==> config.mk <==
export PLATFORM = sky130hd
export DESIGN_NAME = pip_edge_eval
export DESIGN_NICKNAME = d
export VERILOG_FILES = /design/src/rtl/core/pip_pkg.sv /design/src/rtl/core/pip_edge_eval.sv
export SDC_FILE = /design/constraint.sdc
export NUM_CORES = 2
export LEC_CHECK = 0
export BUFFER_PORTS_ARGS = -buffer_cell sky130_fd_sc_hd__clkbuf_2
export CORE_MARGIN = 10
export CORE_UTILIZATION = 55
export CTS_BUF_LIST = sky130_fd_sc_hd__clkbuf_8
export DETAILED_ROUTE_END_ITERATION = 10
export GPL_ROUTABILITY_DRIVEN = 0
export GPL_TIMING_DRIVEN = 0
export PLACE_DENSITY = 0.77
export SYNTH_ARGS = -nofsm -noshare
export SYNTH_HDL_FRONTEND = slang
export SYNTH_SLANG_ARGS = --single-unit
==> constraint.sdc <==
create_clock -name clk -period 8.7 [get_ports clk]
set_input_delay 0.435 -clock clk [delete_from_list [all_inputs] [get_ports clk]]
set_output_delay 0.435 -clock clk [all_outputs]
set_load 0.02 [all_outputs]
==> src/rtl/core/pip_pkg.sv <==
// Shared types and codes for the point-in-polygon test unit.
// No dependencies; compile before every other file of the block.
`default_nettype none

package pip_pkg;

  // Operation codes carried by the request channel
  typedef enum logic [1:0] {
    OP_CLEAR  = 2'd0,
    OP_APPEND = 2'd1,
    OP_QUERY  = 2'd2
  } op_t;

  // Sequencer states, one-hot
  typedef enum logic [3:0] {
    ST_IDLE   = 4'b0001,
    ST_WALK   = 4'b0010,
    ST_DRAIN  = 4'b0100,
    ST_FINISH = 4'b1000
  } state_t;

  // Status from the edge evaluator back to the sequencer
  typedef struct packed {
    logic busy;    // an edge is still in the evaluator stages
    logic toggle;  // an edge crosses left of the point this cycle
  } eval_status_t;

endpackage

`default_nettype wire

==> src/rtl/core/pip_edge_eval.sv <==
// Pipelined crossing test for one polygon edge per cycle.
// Depends on pip_pkg (status struct).
`default_nettype none

module pip_edge_eval #(
  parameter int COORD_WIDTH = 24
) (
  input  wire logic                          clk,
  input  wire logic                          rst,
  input  wire logic                          edge_valid,
  input  wire logic signed [COORD_WIDTH-1:0] qx,
  input  wire logic signed [COORD_WIDTH-1:0] qy,
  input  wire logic signed [COORD_WIDTH-1:0] xi,
  input  wire logic signed [COORD_WIDTH-1:0] yi,
  input  wire logic signed [COORD_WIDTH-1:0] xj,
  input  wire logic signed [COORD_WIDTH-1:0] yj,
  output pip_pkg::eval_status_t              status
);

  localparam int DW = COORD_WIDTH + 1;
  localparam int PW = 2 * DW;

  logic                 straddle;
  logic                 near_left;
  logic                 s1_v;
  logic                 s1_cnt;
  logic                 s1_dpos;
  logic signed [DW-1:0] s1_a;
  logic signed [DW-1:0] s1_b;
  logic signed [DW-1:0] s1_c;
  logic signed [DW-1:0] s1_d;
  logic                 s2_v;
  logic                 s2_cnt;
  logic                 s2_dpos;
  logic signed [PW-1:0] s2_lhs;
  logic signed [PW-1:0] s2_rhs;
  logic                 left;

  // Edge straddles the query row, and one end lies at or left of the point
  assign straddle  = ((yi < qy) && (yj >= qy)) || ((yj < qy) && (yi >= qy));
  assign near_left = (xi <= qx) || (xj <= qx);

  // Valid bits of the two stages
  always_ff @(posedge clk) begin
    if (rst) begin
      s1_v <= 1'b0;
      s2_v <= 1'b0;
    end else begin
      s1_v <= edge_valid;
      s2_v <= s1_v;
    end
  end

  // Stage 1: exact differences, one bit wider than the coordinates
  always_ff @(posedge clk) begin
    s1_cnt  <= straddle && near_left;
    s1_dpos <= yj > yi;
    s1_a    <= DW'(qy) - DW'(yi);
    s1_b    <= DW'(xj) - DW'(xi);
    s1_c    <= DW'(qx) - DW'(xi);
    s1_d    <= DW'(yj) - DW'(yi);
  end

  // Stage 2: cross-multiply instead of dividing by the edge's y extent
  always_ff @(posedge clk) begin
    s2_cnt  <= s1_cnt;
    s2_dpos <= s1_dpos;
    s2_lhs  <= PW'(s1_a) * PW'(s1_b);
    s2_rhs  <= PW'(s1_c) * PW'(s1_d);
  end

  // Flip the compare sense when the edge runs downwards
  assign left = s2_dpos ? (s2_lhs < s2_rhs) : (s2_rhs < s2_lhs);

  assign status.busy   = s1_v || s2_v;
  assign status.toggle = s2_v && s2_cnt && left;

endmodule

`default_nettype wire

==> summary.md <==
| Metric | Value |
|---|---|
| Synth Warn # | `0` |
| TNS Setup | `0 ns` |
| Core area | `102000 um^2` |
| WL/cell | `22.19 um` |
| Minimum clock period after layout | `8.484 ns` |
| Worst hold path type | `primary input to register` |
| Worst Skew | `0.07039 ns` |
| Num rows | `117` |
| Critical Path AT | `8.97 ns` |
| Count leader, synth | `inv_1` |
| Vias/cell | `5.688` |
| Mapped Avg Cell Area | `9.312 um^2` |
| Final WL | `170400 um` |
| Die area | `116200 um^2` |
| Post-synth top area share | `46.66%` |
| P&R area growth vs syn | `5.843%` |
| Clk_lat worst skew | `0.63 ns` |
| Crit end category | `register` |
| Cell accounting for the most synthesized area | `fa_1` |
| Mapped cell area | `56640 um^2` |
| Synth Net Count | `8028` |
| Sequential share of the synthesized area | `7.281%` |
| Yosys reg bits | `206` |
| First-pass GRT wire length | `265400 um` |
| Clock slew at reported path FFs | `0.07 ns` |
| CP Max Fanout | `10` |
| Initial core utilization | `55.51%` |
| Number of flops mapped to enable cells by yosys | `0` |
| DRC Markers | `0` |
| Async S/R FF share, synth | `0%` |
| Synth cell types | `79` |
| Total gr overflow | `0` |
| Top post-synthesis cells by count | `inv_1, fa_1, nand2_1, and2_1, ha_1` |
| Max Cap Viol | `0` |
| Status | `finished, final reports clean` |
| CTS root buf | `clkbuf_8` |
| Setup-failing EPs final | `0` |
| Die H | `340.9 um` |
| Crit path launch type | `register` |
| Share of cells above drive strength 1 | `3.735%` |
| CTS tree | `done` |
| Initial antenna violation count | `34` |
| Largest net degree at the start of global routing | `12` |
| Via Count | `43660` |
| Final net count | `8214` |
| Post-DP HPWL | `146100 um` |
| TritonCTS Sinks | `206` |
| Most used DFF post-synth | `dfxtp_1` |
| Slew headroom | `22.07%` |
| Number of global-route vias before repair | `47060` |
| Final period util | `97.52%` |
| Final hold vios | `0` |
| Max-slew violation count | `0` |
| Die X | `340.9 um` |
| DRT antenna net count | `0` |
| Finished Core Util | `58.75%` |
| WP data required | `9.19 ns` |
| Most area-consuming cells after synthesis | `fa_1, ha_1, inv_1, dfxtp_1, and2_1` |
| FMAX | `0.1179 GHz` |
| Worst Tran Pin Value | `1.160 ns` |
| Cells after Synth | `6082` |
| CTS HTree Levels | `2` |
| I/O Pins | `149` |
| Clock Path Buffers | `3` |
| DRT Pass-1 Iters | `6` |
| CTS Buf Count | `35` |
| DRT iter0 DRCs | `3702` |
| # port buffers | `148` |
| WS Path Type | `register to register` |
| Gr usage total | `29.86%` |
[worst max-delay path, stage by stage, from the launching register on]
cell	delay (ns)
dfxtp_1	0.74
clkdlybuf4s15_1	0.79
and2_1	0.24
fa_1	0.45
fa_1	0.52
inv_1	0.05
fa_1	0.48
inv_1	0.05
fa_1	0.50
fa_1	0.48
fa_1	0.52
inv_1	0.05
fa_1	0.53
inv_1	0.06
ha_1	0.33
a21o_1	0.21
a21oi_1	0.17
a21boi_0	0.10
a31oi_1	0.58
o21ai_1	0.31
a221oi_2	0.53
o311ai_1	0.21
a21oi_1	0.21
xnor2_1	0.23
[registers in the layout, indices dropped and copies added (netlist names)]
register	flops
s2_lhs	50
s2_rhs	50
s1_a	25
s1_b	25
s1_c	25
s1_d	25
s1_cnt	1
s1_dpos	1
s1_v	1
s2_cnt	1
s2_dpos	1
s2_v	1
[metal layers]
| metal | wire [um] | GRT usage, % |
|---|---|---|
| met1 | 61690 | 37.18 |
| met5 | 123 | 0 |
| met3 | 23270 | 11.04 |
| met2 | 71980 | 43.78 |
| met4 | 13290 | 18.74 |
[path summary, 6_finish.rpt]
path	start	to	slack [ns]	cells past startpoint
max	s1_c[9]$_DFF_P_	s2_rhs[49]$_DFF_P_	0.22	23
min	edge_valid	s1_v$_SDFF_PP0_	0.05	2
max reg2reg	s1_c[9]$_DFF_P_	s2_rhs[49]$_DFF_P_	0.22	23
min reg2reg	s1_dpos$_DFF_P_	s2_dpos$_DFF_P_	0.34	0
[placed cells by master, fill, tap and decap left out, types with 6 or more instances in the layout]
cell and count:
fa_1 1320, a31oi_1 15, xor2_1 35, o21a_1 27, or3_1 11, o211ai_1 8
nor2_1 114, a21boi_0 6, nor3_1 34, o21ai_0 83, nor4_1 7, nand2_1 684
ha_1 479, and2_1 608, xnor2_1 155, clkbuf_2 152, inv_1 1439, a211oi_1 23
nand3_1 29, diode_2 17, clkbuf_8 43, o21bai_1 35, and3_1 25, a21oi_1 171
nor2b_1 59, nand2b_1 35, a21o_1 102, o21ai_1 10, a221oi_1 7, nand4_1 37
dfxtp_1 206, clkbuf_1 205
[per-stage QoR]
| step | cells | setup slack, ns | area (um^2) | hold WS (ns) |
|---|---|---|---|---|
| 3_5_place_dp | 7598 | 0.1095 | 59090 | 0.3249 |
| 5_1_grt | 7667 | -0.01173 | 59920 | 0.05819 |
| 4_1_cts | 7660 | 0.07799 | 59880 | 0.03569 |
| 2_1_floorplan | 6082 | 1.723 | 56640 | 0.3096 |
| 3_3_place_gp | 7598 | 0.1874 | 59090 | 0.3180 |
| 6_report | 7677 | 0.2156 | 59950 | 0.05319 |
[cell families after synthesis]
family / synth area share [%]
compound gates: 6.731
simple gates: 14.75
buf+inv: 10.93
flops: 7.281
fa+ha+maj: 57.24
mux: 0.1281
xor+xnor: 2.938
[cell type report]
type / count / area [um^2]
tap: 1368 / 1712
fill: 8631 / 42090
antenna: 17 / 42.54
multi-input combinational: 4227 / 46330
timing repair buffer: 149 / 750.7
clock buffer: 43 / 591.8
sequential: 206 / 4124
buffer: 212 / 807.0
inverter: 1437 / 5394
clock inverter: 18 / 190.2
[repair_timing]
item | 4_1_cts | 5_1_grt
endpoints found under the setup margin | 0 | 11
resized for setup | 0 | 13
endpoints found under the hold margin | 2 | 0
hold buffers | 1 | 0
setup buffers | 0 | 0
Power is left out: the tool's default activity adds up to more than one toggle a clock period on the data nets, which glitch-free logic cannot reach.
